[src/rtl/core/mnpi_pkg.sv]
// Package with the types and constants of the M-of-N pulse integrator.
`default_nettype none

package mnpi_pkg;

    localparam int MAX_BINS            = 4096;
    localparam int MAX_PULSES          = 256;
    localparam int FIRST_COUNTED_PULSE = 2;

    localparam int BIN_W    = $clog2(MAX_BINS);
    localparam int POS_W    = BIN_W + 1;
    localparam int PULSE_W  = $clog2(MAX_PULSES);
    localparam int CFG_W    = 9;
    localparam int COUNT_W  = 8;
    localparam int SPAN_W   = CFG_W + 1;

    localparam logic [COUNT_W-1:0] COUNT_MAX = '1;

    localparam int CFG_INDEX_W = 1;
    localparam logic [CFG_INDEX_W-1:0] REG_PULSES_PER_INTERVAL = CFG_INDEX_W'(0);
    localparam logic [CFG_INDEX_W-1:0] REG_HIT_THRESHOLD       = CFG_INDEX_W'(1);

    localparam logic [CFG_W-1:0] PULSES_PER_INTERVAL_RESET = CFG_W'(16);
    localparam logic [CFG_W-1:0] HIT_THRESHOLD_RESET       = CFG_W'(3);

    localparam int OPQ_DEPTH   = 4;
    localparam int OPQ_PTR_W   = $clog2(OPQ_DEPTH);
    localparam int OPQ_CNT_W   = $clog2(OPQ_DEPTH + 1);
    localparam int OUTQ_DEPTH  = 4;
    localparam int OUTQ_PTR_W  = $clog2(OUTQ_DEPTH);
    localparam int OUTQ_CNT_W  = $clog2(OUTQ_DEPTH + 1);

    typedef struct packed {
        logic [BIN_W-1:0] bin;
        logic             clear;
        logic             incr;
        logic             emit;
        logic             last;
    } op_t;

    typedef struct packed {
        logic             detected;
        logic [BIN_W-1:0] bin;
        logic             last;
    } result_t;

endpackage

`default_nettype wire

[src/rtl/core/mnpi_op_queue.sv]
// Short queue of counter operations between the front and back parts.
`default_nettype none

module mnpi_op_queue (
    input  wire logic          clk,
    input  wire logic          rst_n,
    input  wire logic          wr_en,
    input  wire mnpi_pkg::op_t wr_op,
    output logic               full,
    input  wire logic          rd_en,
    output mnpi_pkg::op_t      rd_op,
    output logic               empty
);

    mnpi_pkg::op_t                  entry_reg [mnpi_pkg::OPQ_DEPTH];
    logic [mnpi_pkg::OPQ_PTR_W-1:0] wr_ptr_reg;
    logic [mnpi_pkg::OPQ_PTR_W-1:0] wr_ptr_next;
    logic [mnpi_pkg::OPQ_PTR_W-1:0] rd_ptr_reg;
    logic [mnpi_pkg::OPQ_PTR_W-1:0] rd_ptr_next;
    logic [mnpi_pkg::OPQ_CNT_W-1:0] count_reg;
    logic [mnpi_pkg::OPQ_CNT_W-1:0] count_next;
    logic                           do_wr;
    logic                           do_rd;

    assign full  = count_reg == mnpi_pkg::OPQ_CNT_W'(mnpi_pkg::OPQ_DEPTH);
    assign empty = count_reg == '0;
    assign do_wr = wr_en && !full;
    assign do_rd = rd_en && !empty;
    assign rd_op = entry_reg[rd_ptr_reg];

    always_comb
    begin
        wr_ptr_next = do_wr ? wr_ptr_reg + mnpi_pkg::OPQ_PTR_W'(1) : wr_ptr_reg;
        rd_ptr_next = do_rd ? rd_ptr_reg + mnpi_pkg::OPQ_PTR_W'(1) : rd_ptr_reg;
        count_next  = count_reg;
        if (do_wr && !do_rd)
        begin
            count_next = count_reg + mnpi_pkg::OPQ_CNT_W'(1);
        end
        else if (do_rd && !do_wr)
        begin
            count_next = count_reg - mnpi_pkg::OPQ_CNT_W'(1);
        end
    end

    always_ff @(posedge clk)
    begin
        if (do_wr)
        begin
            entry_reg[wr_ptr_reg] <= wr_op;
        end
    end

    always_ff @(posedge clk or negedge rst_n)
    begin
        if (!rst_n)
        begin
            wr_ptr_reg <= '0;
            rd_ptr_reg <= '0;
            count_reg  <= '0;
        end
        else
        begin
            wr_ptr_reg <= wr_ptr_next;
            rd_ptr_reg <= rd_ptr_next;
            count_reg  <= count_next;
        end
    end

endmodule

`default_nettype wire

[config.mk]
export PLATFORM = sky130hd
export DESIGN_NAME = mnpi_op_queue
export DESIGN_NICKNAME = d
export VERILOG_FILES = /design/src/rtl/core/mnpi_pkg.sv /design/src/rtl/core/mnpi_op_queue.sv
export SDC_FILE = /design/constraint.sdc
export NUM_CORES = 1
export LEC_CHECK = 0
export BUFFER_PORTS_ARGS = -buffer_cell sky130_fd_sc_hd__buf_2
export CORE_ASPECT_RATIO = 1.5
export CORE_UTILIZATION = 35
export DETAILED_ROUTE_END_ITERATION = 6
export GPL_ROUTABILITY_DRIVEN = 0
export PLACE_DENSITY = 0.62
export SETUP_SLACK_MARGIN = 0.05
export SYNTH_ARGS = -nofsm -noshare
export SYNTH_HDL_FRONTEND = slang
export SYNTH_SLANG_ARGS = --single-unit
export TNS_END_PERCENT = 1
[constraint.sdc]
create_clock -name clk -period 2 [get_ports clk]
set_input_delay 0.4 -clock clk [delete_from_list [all_inputs] [get_ports clk]]
set_output_delay 0.4 -clock clk [all_outputs]
set_load 0.01 [all_outputs]
==> summary by stage <==
Status
The run finished with clean final reports.

Clock network
TritonCTS created 9 clock buffers. No sink is reached through more buffers than the 2 on the longest clock path. The library cell used as clock root buffer is sky130_fd_sc_hd__clkbuf_16. Clock-pin slew was measured on the worst setup and hold paths at 50 ps.

The H-tree was split into 3 levels. The number of clock sinks is 71. At the later pin of the worst-skew pair, clock insertion delay measures 310 ps.

The TritonCTS clock tree is done.

Worst hold path
The path type of the worst min-delay path is primary input to flop.

Detailed routing
The final layout contains routed wiring with a total length of 4.60 mm. The remaining design rule violation count is 0. The number of nets with antenna violations after detailed routing is 0. The number of violations reported at the end of detailed-routing iteration 0 is 133. After detailed routing, the number of vias per cell comes to 4.55.

Before antenna repair, the detailed router went through 4 iterations. The wire length per cell after detailed routing is 16.0 microns. Summing over every cut layer, the via total after detailed routing is 1305.

STA
The fraction of the cycle the final worst path needs is 99.8%. The number of endpoints failing setup at the final stage is 0. For the pin with the worst max-slew slack, the measured transition is 252 ps. The slack of the critical path is 3.61 ps. The final count of pins violating max slew is 0. The post-route minimum period is 2000 ps. Final hold analysis gives a worst-case slack of 304 ps. The maximum clock frequency is 501 MHz.

The setup clock skew after layout is 8.15 ps. Measured against its own limit, the worst slew margin works out to 83.2%. The hold violation count in the final report was 0. Setup repair after global routing could not meet its margin everywhere.

Final layout
The final antenna diode count is 0. Relative to the synthesized area, the layout overhead comes to 28.1%. For this run, the share of the core covered by cells in the final layout is 46.4%. For this run, the post-layout net count is 206.

The final instance count without filler cells is 287. Cells with a size suffix above 1 make up 49.2% of the layout. The register with the most flip-flops in the layout has 64 of them.

Power
The power density over the cells is 1540 nW/um^2. The leakage power is 0.00130 uW. The maximum vdd drop is 0.806 mV.

Logic synthesis
Sequential cells were found to cover 75.5% of the synthesized design area. For this run, the number of Yosys warnings is 0. The net count of the mapped netlist is 146. The number of synthesized flops with an enable pin is 64. Among all flip-flop cells after synthesis, the most frequent one is sky130_fd_sc_hd__edfxtp_1. Yosys mapped the design onto 21 distinct sky130hd cell types. By area the synthesized netlist is led by sky130_fd_sc_hd__edfxtp_1, sky130_fd_sc_hd__mux4_1, sky130_fd_sc_hd__mux4_2. The mean cell area of the mapped netlist is 23.2 sq um. Summed over its instances, the top area cell type makes up 69.2% of the synthesized netlist area. sky130_fd_sc_hd__edfxtp_1 takes more of the synthesized area than any other cell.

The synthesis-stage register bit count is 71. The number of instances in the synthesized netlist is 120. The netlist area before placement is 2780 sq um. For this run, asynchronously set or reset flops after synthesis account for 9.86%.

Placement
The count of buffers added on input and output ports is 37. The number of placed instances, taps included, is 266. The half-perimeter wire length of the detailed placement result is 3.12 mm. Prior to clock tree synthesis, the placed netlist has a worst setup slack of -129 ps.

Global route
The number of global-route vias before repair is 1469. Global routing consumed, over all layers together, 12.6% of the routing resources. For this run the aggregate overflow at the end of global routing stands at 0.

The number of antenna violations at the first check in global routing came to 0. The pin count of the biggest net entering global routing is 17. The first global-routing pass estimated 7.38 mm of wire.

Floorplanning
The area of the die is 8310 sq um. The die is 111 microns tall. The floorplan has 39 rows. Once the floorplan was initialized, standard cells occupied 36.3% of the core.

The die extent in x is 74.8 microns. The region available for standard cell placement spans 7660 sq um. The number of top-level design ports is 38.

Critical path
In this run the worst path has a maximum fanout of 8. STA classifies the critical path startpoint as a flop. The worst setup path is captured at an output pin. The required time of the critical path is 1600 ps. The setup path with the least slack is of type flop to output pin. Data on the critical path arrives at its endpoint at 1600 ps.

Job
The number of maximum-capacitance violations is 0.
[Yosys cell counts, types with 2 or more instances]
cell type and count:
sky130_fd_sc_hd__and2_1 4, sky130_fd_sc_hd__buf_2 2, sky130_fd_sc_hd__buf_6 2, sky130_fd_sc_hd__dfrtp_1 7, sky130_fd_sc_hd__edfxtp_1 64, sky130_fd_sc_hd__ha_1 5
sky130_fd_sc_hd__inv_1 4, sky130_fd_sc_hd__mux4_1 8, sky130_fd_sc_hd__mux4_2 8, sky130_fd_sc_hd__xnor2_1 4, sky130_fd_sc_hd__xor2_1 2
[metrics by stage]
step                      TNS (ps)  cell area [sq um]  total power [uW]
final                            0               3560              5480
after CTS                    -7.88               3560              5560
after global placement           0               3150              3650
after detailed placement      -129               3150              3750
after global routing          -256               3560              5760
after floorplan                  0               2790              3170
[area by class of cell]
type | instances | area [sq um]
sequential | 71 | 2100
timing repair buffer | 54 | 445
clock inverter | 5 | 25.0
clock buffer | 11 | 233
multi-input combinational | 40 | 614
tap | 102 | 128
fill | 658 | 4100
inverter | 4 | 15.0
[where the power goes]
part / total [uW] / switching [uW] / leakage, uW / internal (uW)
sequential: 2110 / 117 / 0.000667 / 1990
combinational: 2030 / 878 / 0.000508 / 1160
clock: 1340 / 512 / 0.000124 / 824
[worst max-delay path: stages (launching register included)]
cell and delay, ps:
sky130_fd_sc_hd__dfrtp_2 420, sky130_fd_sc_hd__clkbuf_16 190, sky130_fd_sc_hd__mux4_2 530, sky130_fd_sc_hd__buf_6 140
[final timing paths]
path                                        endpoint                      start  depth (start not counted)  slack, ps
setup / recovery                            rd_op[8]  rd_ptr_reg[0]$_DFFE_PN0P_                          3          4
hold reg to reg            rd_ptr_reg[1]$_DFFE_PN0P_  rd_ptr_reg[1]$_DFFE_PN0P_                          1        490
max in group asynchronous  rd_ptr_reg[0]$_DFFE_PN0P_                      rst_n                          2       1380
min in group asynchronous   count_reg[0]$_DFFE_PN0P_                      rst_n                          2        440
hold / removal             entry_reg[2][9]$_DFFE_PP_                   wr_op[9]                          1        300
setup reg to reg            count_reg[2]$_DFFE_PN0P_   count_reg[2]$_DFFE_PN0P_                          8         30
[repair_timing]
action	CTS	global route
gates resized for setup	30	2
endpoints found under the setup margin	18	18
buffers inserted	3	0
hold buffers	1	0
hold endpoints to repair	7	0
pin swaps	4	3
gates cloned	1	0
[layer usage]
metal	GRT usage, %	routed length [microns]	up-vias
li1	-	-	598
met1	12.9	1750	666
met2	22.4	2620	35
met3	4.09	154	6
met4	5.66	78	0
met5	0	0	-
[placed cells by master, fill, tap and decap left out]
cell type	instances
sky130_fd_sc_hd__edfxtp_1	64
sky130_fd_sc_hd__buf_2	21
sky130_fd_sc_hd__mux4_2	16
sky130_fd_sc_hd__buf_6	16
sky130_fd_sc_hd__buf_4	14
sky130_fd_sc_hd__clkbuf_16	10
sky130_fd_sc_hd__dfrtp_1	6
sky130_fd_sc_hd__and2_1	4
sky130_fd_sc_hd__xnor2_1	4
sky130_fd_sc_hd__ha_1	4
sky130_fd_sc_hd__inv_1	3
sky130_fd_sc_hd__xor2_1	2
sky130_fd_sc_hd__clkbuf_1	2
sky130_fd_sc_hd__clkinv_1	2
sky130_fd_sc_hd__clkinv_2	2
sky130_fd_sc_hd__nor3b_2	1
sky130_fd_sc_hd__nor2b_2	1
sky130_fd_sc_hd__or3_4	1
sky130_fd_sc_hd__nand2_4	1
sky130_fd_sc_hd__inv_2	1
sky130_fd_sc_hd__mux2_2	1
sky130_fd_sc_hd__mux2_4	1
sky130_fd_sc_hd__nand3_1	1
sky130_fd_sc_hd__nor2_1	1
sky130_fd_sc_hd__fa_2	1
sky130_fd_sc_hd__ha_4	1
sky130_fd_sc_hd__clkinvlp_4	1
sky130_fd_sc_hd__dlygate4sd3_1	1
sky130_fd_sc_hd__buf_12	1
sky130_fd_sc_hd__dfrtp_2	1
[cell families after synthesis]
logic type | synth area share [%]
adder cells (fa/ha/maj) | 2.97
multiplexers | 15.0
buffers and inverters | 2.43
XOR/XNOR | 1.89
AND/OR/NAND/NOR | 2.25
flip-flops | 75.5
No activity file was read; power rests on OpenSTA's default activity.
