`config.mk`:
```
export PLATFORM = sky130hd
export DESIGN_NAME = mnpi_front
export DESIGN_NICKNAME = d
export VERILOG_FILES = /design/src/rtl/core/mnpi_pkg.sv /design/src/rtl/core/mnpi_front.sv
export SDC_FILE = /design/constraint.sdc
export NUM_CORES = 1
export LEC_CHECK = 0
export BUFFER_PORTS_ARGS = -buffer_cell sky130_fd_sc_hd__buf_2
export CAP_MARGIN = 10
export CORE_MARGIN = 1
export CORE_UTILIZATION = 61
export CTS_CLUSTER_SIZE = 25
export DETAILED_ROUTE_END_ITERATION = 10
export HOLD_SLACK_MARGIN = 0.08
export PLACE_DENSITY = 0.86
export SKIP_CTS_REPAIR_TIMING = 1
export SLEW_MARGIN = 20
export SYNTH_ARGS = -nofsm -noshare
export SYNTH_HDL_FRONTEND = slang
export SYNTH_SLANG_ARGS = --single-unit
```
`constraint.sdc`:
```
create_clock -name clk -period 8.58 [get_ports clk]
set_input_delay 0.858 -clock clk [delete_from_list [all_inputs] [get_ports clk]]
set_output_delay 0.858 -clock clk [all_outputs]
set_load 0.05 [all_outputs]
```
`src/rtl/core/mnpi_pkg.sv`:
```
// Package with the types and constants of the M-of-N pulse integrator.
`default_nettype none

package mnpi_pkg;

    localparam int MAX_BINS            = 4096;
    localparam int MAX_PULSES          = 256;
    localparam int FIRST_COUNTED_PULSE = 2;

    localparam int BIN_W    = $clog2(MAX_BINS);
    localparam int POS_W    = BIN_W + 1;
    localparam int PULSE_W  = $clog2(MAX_PULSES);
    localparam int CFG_W    = 9;
    localparam int COUNT_W  = 8;
    localparam int SPAN_W   = CFG_W + 1;

    localparam logic [COUNT_W-1:0] COUNT_MAX = '1;

    localparam int CFG_INDEX_W = 1;
    localparam logic [CFG_INDEX_W-1:0] REG_PULSES_PER_INTERVAL = CFG_INDEX_W'(0);
    localparam logic [CFG_INDEX_W-1:0] REG_HIT_THRESHOLD       = CFG_INDEX_W'(1);

    localparam logic [CFG_W-1:0] PULSES_PER_INTERVAL_RESET = CFG_W'(16);
    localparam logic [CFG_W-1:0] HIT_THRESHOLD_RESET       = CFG_W'(3);

    localparam int OPQ_DEPTH   = 4;
    localparam int OPQ_PTR_W   = $clog2(OPQ_DEPTH);
    localparam int OPQ_CNT_W   = $clog2(OPQ_DEPTH + 1);
    localparam int OUTQ_DEPTH  = 4;
    localparam int OUTQ_PTR_W  = $clog2(OUTQ_DEPTH);
    localparam int OUTQ_CNT_W  = $clog2(OUTQ_DEPTH + 1);

    typedef struct packed {
        logic [BIN_W-1:0] bin;
        logic             clear;
        logic             incr;
        logic             emit;
        logic             last;
    } op_t;

    typedef struct packed {
        logic             detected;
        logic [BIN_W-1:0] bin;
        logic             last;
    } result_t;

endpackage

`default_nettype wire

```
`src/rtl/core/mnpi_front.sv`:
```
// Front part: tracks pulse and range position and turns samples into counter operations.
`default_nettype none

module mnpi_front (
    input  wire logic                      clk,
    input  wire logic                      rst_n,
    input  wire logic                      push,
    input  wire logic                      hit,
    input  wire logic                      pulse_end,
    input  wire logic                      interval_start,
    input  wire logic [mnpi_pkg::CFG_W-1:0] pulses_per_interval,
    input  wire logic                      q_full,
    output logic                           op_push,
    output mnpi_pkg::op_t                  op
);

    logic [mnpi_pkg::PULSE_W-1:0] pulse_reg;
    logic [mnpi_pkg::PULSE_W-1:0] pulse_next;
    logic [mnpi_pkg::POS_W-1:0]   pos_reg;
    logic [mnpi_pkg::POS_W-1:0]   pos_next;

    logic                          accept;
    logic [mnpi_pkg::CFG_W-1:0]    span;
    logic [mnpi_pkg::SPAN_W-1:0]   span_ext;
    logic [mnpi_pkg::PULSE_W-1:0]  pulse_cur;
    logic [mnpi_pkg::SPAN_W-1:0]   pulse_ext;
    logic [mnpi_pkg::POS_W-1:0]    pos_cur;
    logic                          in_range;
    logic                          is_final;
    logic                          counted;

    assign accept = push && !q_full;

    always_comb
    begin
        if (pulses_per_interval == '0)
        begin
            span = mnpi_pkg::CFG_W'(1);
        end
        else if (pulses_per_interval > mnpi_pkg::CFG_W'(mnpi_pkg::MAX_PULSES))
        begin
            span = mnpi_pkg::CFG_W'(mnpi_pkg::MAX_PULSES);
        end
        else
        begin
            span = pulses_per_interval;
        end
    end

    assign span_ext  = mnpi_pkg::SPAN_W'(span);
    assign pulse_cur = interval_start ? '0 : pulse_reg;
    assign pos_cur   = interval_start ? '0 : pos_reg;
    assign pulse_ext = mnpi_pkg::SPAN_W'(pulse_cur);
    assign in_range  = pos_cur < mnpi_pkg::POS_W'(mnpi_pkg::MAX_BINS);
    assign is_final  = (pulse_ext + mnpi_pkg::SPAN_W'(1)) == span_ext;
    assign counted   = (pulse_cur >= mnpi_pkg::PULSE_W'(mnpi_pkg::FIRST_COUNTED_PULSE))
                    && ((pulse_ext + mnpi_pkg::SPAN_W'(2)) <= span_ext);

    always_comb
    begin
        op.bin   = pos_cur[mnpi_pkg::BIN_W-1:0];
        op.clear = pulse_cur == '0;
        op.incr  = counted && hit;
        op.emit  = is_final;
        op.last  = pulse_end;
        op_push  = accept && in_range && (op.clear || op.incr || op.emit);
    end

    always_comb
    begin
        pulse_next = pulse_reg;
        pos_next   = pos_reg;
        if (accept)
        begin
            pulse_next = pulse_cur;
            pos_next   = in_range ? pos_cur + mnpi_pkg::POS_W'(1) : pos_cur;
            if (pulse_end)
            begin
                pos_next = '0;
                if ((pulse_ext + mnpi_pkg::SPAN_W'(1)) >= span_ext)
                begin
                    pulse_next = '0;
                end
                else
                begin
                    pulse_next = pulse_cur + mnpi_pkg::PULSE_W'(1);
                end
            end
        end
    end

    always_ff @(posedge clk or negedge rst_n)
    begin
        if (!rst_n)
        begin
            pulse_reg <= '0;
            pos_reg   <= '0;
        end
        else
        begin
            pulse_reg <= pulse_next;
            pos_reg   <= pos_next;
        end
    end

endmodule

`default_nettype wire

```
==> impl_metrics.json, run 1 <==
{
  "total_power_mw": 0.213,
  "crit_path_max_fanout": 29,
  "run_status": "finished, violations left",
  "synthFlopType": "dfrtp_1",
  "netlist_area_mm2": 0.00191,
  "synth-edff-count": 0,
  "crit_family": "buffers and inverters",
  "synth_seq_cells": 21,
  "yosys.area.top_type_share": 0.275,
  "maximum_number_of_pins_on_one_net_before_global_route_repair": 30,
  "max-cap-violations": 0,
  "htreeDepth": 1,
  "static-leakage-power_nw": 1.04,
  "crit_path_cell_trace": "buf_2 > inv_1 > nand2_1 > inv_1 > ha_1 > and4b_1 > nand3_1 > xor2_1 > nor2_1 > ha_1 > nand4_1 > nor2_1 > a2111oi_0 > o221a_1 > o31a_1 > buf_2",
  "clock_sink_count": 21,
  "route.vias.total": 1778,
  "finalClockSkew_ps": 11.0,
  "grt_first_pass_wirelength_mm": 7.53,
  "final.hold.worst_slack_ps": 470,
  "slew-limit-headroom": 0.446,
  "first_global_vias": 1655,
  "core_area_mm2": 0.00285,
  "synthesized_area_divided_by_synthesized_cell_count_um2": 8.34,
  "first_pass_iters": 7,
  "final_min_period_over_clock_period": 0.570,
  "layout-drive-gt1-share": 0.160,
  "clk-insertion-delay-late_ps": 320,
  "syn2layout_area_growth_pct": 9.82,
  "drv_slew": 0,
  "required_ps": 7720,
  "hold_class": "primary input to asynchronous set/reset pin",
  "io_pins": 33,
  "cellPowerDensity_mw_per_mm2": 102,
  "kind_of_start_point_of_the_critical_path": "primary input",
  "die_height_um": 58.0,
  "layout.cells.non_filler": 288,
  "postSynth.asyncResetShare": 1.00,
  "failed_checks": "DRC",
  "initial_utilization": 0.670,
  "groute.usage.overall": 0.289,
  "timing.critical_path.to_type": "output port",
  "period_needed_ps": 4890,
  "path_clk_slew_ps": 130,
  "rows": 19,
  "drt_iter0_markers": 79,
  "ant_nets": 0,
  "die-width_um": 58.0,
  "rsz0062_at_grt": "no",
  "tritoncts": "built",
  "worstMarginPinSlew_ps": 824,
  "final.fill_count": 244,
  "global_route.overflow_total": 0,
  "buffer_ports.inserted": 32,
  "yosysUniqueCellTypes": 45,
  "cpPeakStageDelay_ps": 400,
  "synth.area.top_cells": "dfrtp_1, ha_1, nand2_1",
  "cts_buffers": 3,
  "fin_nets": 297,
  "setup_viol": 0,
  "syn_nets": 268,
  "critical_path_buf_inv_count": 4,
  "fp.dieArea_mm2": 0.00336,
  "max_freq_mhz": 204,
  "arrival_time_of_the_worst_setup_path_ps": 4030,
  "seq_area_frac_synth": 0.275,
  "netlist_instances": 229,
  "ctsLongestPathBuffers": 2,
  "largest_register_ffs": 13,
  "insertedDiodeCount": 0,
  "cts.root.buffer_cell": "clkbuf_4",
  "gpl.final_weighted_congestion": 0.894,
  "dp_cells": 284,
  "detailed_place_hpwl_mm": 3.50,
  "criticalPathCategory": "primary input to output port",
  "wl_per_cell_um": 15.2,
  "synth_top_cell_by_area": "dfrtp_1",
  "vdd.ir_drop.worst_v": 0.0000901,
  "route.detailed.drc": 2,
  "routed_wirelength_mm": 4.38,
  "totalNegativeSetupSlack_ps": 0,
  "ys.warnings.count": 0,
  "antenna_found_initial": 0,
  "finalHoldViolCount": 0,
  "worst_path_max_delay_cell": "buf_2",
  "route.detailed.vias_per_inst": 6.17,
  "fin_util": 0.736
}
==> where the power goes <==
part / total [mW] / switching [mW] / internal, mW
sequential: 0.106 / 0.00413 / 0.102
clock: 0.0493 / 0.0318 / 0.0175
combinational: 0.0575 / 0.0380 / 0.0195
total: 0.213 / 0.0739 / 0.139
==> cells in the mapped netlist, types with 3 or more instances <==
cell type / count
o21ai_0: 16
a21oi_1: 7
nor3_1: 3
and4b_1: 5
nor2_1: 19
and4_1: 3
clkbuf_1: 5
nand3_1: 5
nand2_1: 31
nand4_1: 3
a22o_1: 10
inv_1: 5
o31ai_1: 5
nor2b_1: 18
nand2b_1: 4
xor2_1: 9
dfrtp_1: 21
and3_1: 3
ha_1: 23
==> logic make-up after synthesis <==
kind of cell,Yosys count,share of synthesized area
AND/OR/NAND/NOR,106,0.300
multiplexers,1,0.00524
adder cells (fa/ha/maj),23,0.151
buffers and inverters,14,0.0321
flip-flops,21,0.275
AO/OA/AOI/OAI,53,0.187
XOR/XNOR,11,0.0504
==> cell type report <==
| type | instances | area (um^2) | area share |
|---|---|---|---|
| clock buffers | 3 | 22.5 | 0.0107 |
| flip-flops and latches | 21 | 526 | 0.250 |
| inverters | 6 | 22.5 | 0.0107 |
| clock inverters | 1 | 5.00 | 0.00239 |
| well taps | 31 | 38.8 | 0.0185 |
| multi-input cells | 194 | 1320 | 0.631 |
| repair buffers | 32 | 160 | 0.0763 |
==> cell usage in the layout, fill, tap and decap left out, drive strengths merged, types with 2 or more instances in the layout <==
| master | count |
|---|---|
| a21oi | 7 |
| a22o | 11 |
| a22oi | 2 |
| a31oi | 2 |
| and3 | 3 |
| and4 | 3 |
| and4b | 5 |
| buf | 32 |
| clkbuf | 3 |
| clkinv | 2 |
| dfrtp | 21 |
| ha | 23 |
| inv | 5 |
| nand2 | 31 |
| nand2b | 4 |
| nand3 | 5 |
| nand3b | 2 |
| nand4 | 3 |
| nor2 | 19 |
| nor2b | 19 |
| nor3 | 4 |
| nor4 | 2 |
| o21a | 2 |
| o21ai | 18 |
| o31ai | 5 |
| or2 | 3 |
| xnor2 | 2 |
| xor2 | 9 |
==> through the flow <==
step | worst slack [ps] | cell area (um^2)
3_5_place_dp | 3710 | 2070
4_1_cts | 3710 | 2100
6_report | 3690 | 2100
3_3_place_gp | 3850 | 2070
2_1_floorplan | 3530 | 1910
5_1_grt | 3390 | 2100
==> worst register-to-register path: cells and delay by family, from the launching register on <==
kind                     cells  cell delay (ps)
XOR/XNOR                     1              160
flip-flops                   1              430
adder cells (fa/ha/maj)      2              490
AND/OR/NAND/NOR              7             2020
AO/OA/AOI/OAI                1              240
==> path summary, 6_finish.rpt <==
check | slack, ps | to | start | depth (start not counted)
worst max register to register | 5190 | pulse_reg[1] | pulse_reg[2] | 11
min in group clk | 480 | pos_reg[8] | pos_reg[8] | 1
worst min register to register | 480 | pos_reg[8] | pos_reg[8] | 1
worst min-delay path | 470 | pos_reg[7] | rst_n | 1
worst max-delay path | 3690 | op_push | interval_start | 16
max in group asynchronous | 7780 | pulse_reg[2] | rst_n | 1
==> layer usage <==
metal	vias to the layer above	share of wire	track usage
met4	0	0.011	0.0646
met2	63	0.44	0.438
li1	886	-	-
met5	-	0	0
met1	823	0.48	0.426
met3	6	0.071	0.0558
(Power assumes the default switching activity.)
==> run 2, diff against run 1 <==
CORE_UTILIZATION = 51   (was 61)
PLACE_DENSITY = 0.77   (was 0.86)
clock period = 4.3 ns   (was 8.58 ns; I/O delays follow)
==> impl_metrics.json, run 2 (synthesis gave the netlist of run 1 again) <==
{
  "insertedDiodeCount": 0,
  "run_status": "complete, no violations",
  "layout-drive-gt1-share": 0.159,
  "io_pins": 33,
  "initial_utilization": 0.551,
  "path_clk_slew_ps": 70,
  "dr_wl_met2_mm": 1.89,
  "die-width_um": 63.2,
  "dp_cells": 300,
  "cellPowerDensity_mw_per_mm2": 215,
  "first_global_vias": 1534,
  "placed_area_mm2": 0.00210,
  "maximum_number_of_pins_on_one_net_before_global_route_repair": 26,
  "buffer_ports.inserted": 32,
  "antenna_found_initial": 0,
  "finalHoldViolCount": 0,
  "die_height_um": 63.2,
  "final_min_period_over_clock_period": 0.864,
  "drv_slew": 0,
  "setup_viol": 0,
  "finalClockSkew_ps": 3.14,
  "criticalPathCategory": "register to output port",
  "crit_path_max_fanout": 5,
  "detailed_place_hpwl_mm": 3.55,
  "groute.usage.overall": 0.240,
  "worst_path_max_delay_cell": "dfrtp_1",
  "slew-limit-headroom": 0.502,
  "clock_sink_count": 21,
  "crit_path_cell_trace": "nor2b_1 > ha_1 > and4b_1 > nand3_1 > xor2_1 > nor2_1 > ha_1 > nand4_1 > nor2_1 > a2111oi_0 > o221a_1 > o31a_1 > buf_2",
  "ctsLongestPathBuffers": 2,
  "worstMarginPinSlew_ps": 742,
  "routed_wirelength_mm": 4.46,
  "htreeDepth": 1,
  "fp.dieArea_mm2": 0.00399,
  "kind_of_start_point_of_the_critical_path": "register",
  "drt_iter0_markers": 111,
  "period_needed_ps": 3720,
  "route.vias.total": 1742,
  "max-cap-violations": 0,
  "first_pass_iters": 4,
  "rows": 21,
  "static-leakage-power_nw": 1.05,
  "hold_class": "primary input to asynchronous set/reset pin",
  "core_area_mm2": 0.00347,
  "ant_nets": 0,
  "rsz0062_at_grt": "no",
  "max_freq_mhz": 269,
  "timing.critical_path.to_type": "output port",
  "fin_nets": 298,
  "cpPeakStageDelay_ps": 430,
  "totalNegativeSetupSlack_ps": 0,
  "layout.cells.non_filler": 304,
  "grt_first_pass_wirelength_mm": 7.52,
  "largest_register_ffs": 13,
  "vdd.ir_drop.worst_v": 0.000145,
  "met3_wirelength_um": 195,
  "clk-insertion-delay-late_ps": 270,
  "route.detailed.vias_per_inst": 5.73,
  "required_ps": 3870,
  "tritoncts": "built",
  "top_library_cells_by_usage_in_the_layout_fill_and_taps_aside": "buf_2, nand2_1, ha_1",
  "fin_util": 0.618,
  "total_power_mw": 0.461,
  "cts.root.buffer_cell": "clkbuf_8",
  "gpl.final_weighted_congestion": 0.901,
  "met1Wirelength_mm": 2.30,
  "wl_per_cell_um": 14.7,
  "syn2layout_area_growth_pct": 12.1,
  "global_route.overflow_total": 0,
  "arrival_time_of_the_worst_setup_path_ps": 3290,
  "layout.cells.most_common": "buf_2",
  "cts_buffers": 3,
  "fin_area_mm2": 0.00214,
  "dr.max_layer_used": "met4",
  "route.detailed.drc": 0
}
-- run 2: cell count changes in the layout (fill, tap and decap cells not counted), sizes merged --
cell,change
clkinv,-1
clkbuf,+1
buf,+1
-- run 2: critical path: cells and delay by family (launching register included) --
family	cells	cell delay (ps)
DFF	1	430
and+or+nand+nor	6	930
xor gates and xnor gates	1	150
adders and majority gates	2	480
buffers and inverters	1	250
AOI/OAI and AO/OA	3	770
-- run 2: per-stage QoR --
step / worst slack [ps] / hold WS [ps]
2_1_floorplan: 104 / 134
3_3_place_gp: 719 / 411
3_5_place_dp: 609 / 413
4_1_cts: 563 / 124
5_1_grt: 209 / 143
6_report: 583 / 110
-- run 2: metal layers --
layer / global-route usage / vias to the layer above
li1: - / 890
met4: 0.0795 / 0
met5: 0 / -
met1: 0.373 / 793
met2: 0.344 / 54
met3: 0.0217 / 5
-- run 2: layout make-up --
| cell class | count | area [um^2] |
|---|---|---|
| fill | 347 | 1330 |
| multi-input combinational | 194 | 1320 |
| sequential | 21 | 526 |
| timing repair buffer | 33 | 168 |
| tap | 46 | 57.6 |
| clock buffer | 4 | 45.0 |
| inverter | 6 | 22.5 |
-- run 2: where the power goes --
| group | internal (mW) | total [mW] | leakage (nW) | switching, mW |
|---|---|---|---|---|
| Sequential | 0.204 | 0.213 | 0.290 | 0.00887 |
| Clock | 0.0662 | 0.132 | 0.0228 | 0.0656 |
| Combinational | 0.0394 | 0.116 | 0.740 | 0.0762 |
-- run 2: worst paths after layout --
check / slack, ps / cells after the start / startpoint / endpoint
min in group clk: 420 / 2 / pulse_end / pos_reg[1]
setup reg to reg: 970 / 11 / pulse_reg[2] / pulse_reg[5]
hold reg to reg: 470 / 1 / pos_reg[8] / pos_reg[8]
setup / recovery: 580 / 13 / pulse_reg[2] / op_push
max in group asynchronous: 3860 / 1 / rst_n / pulse_reg[3]
hold / removal: 110 / 1 / rst_n / pos_reg[4]
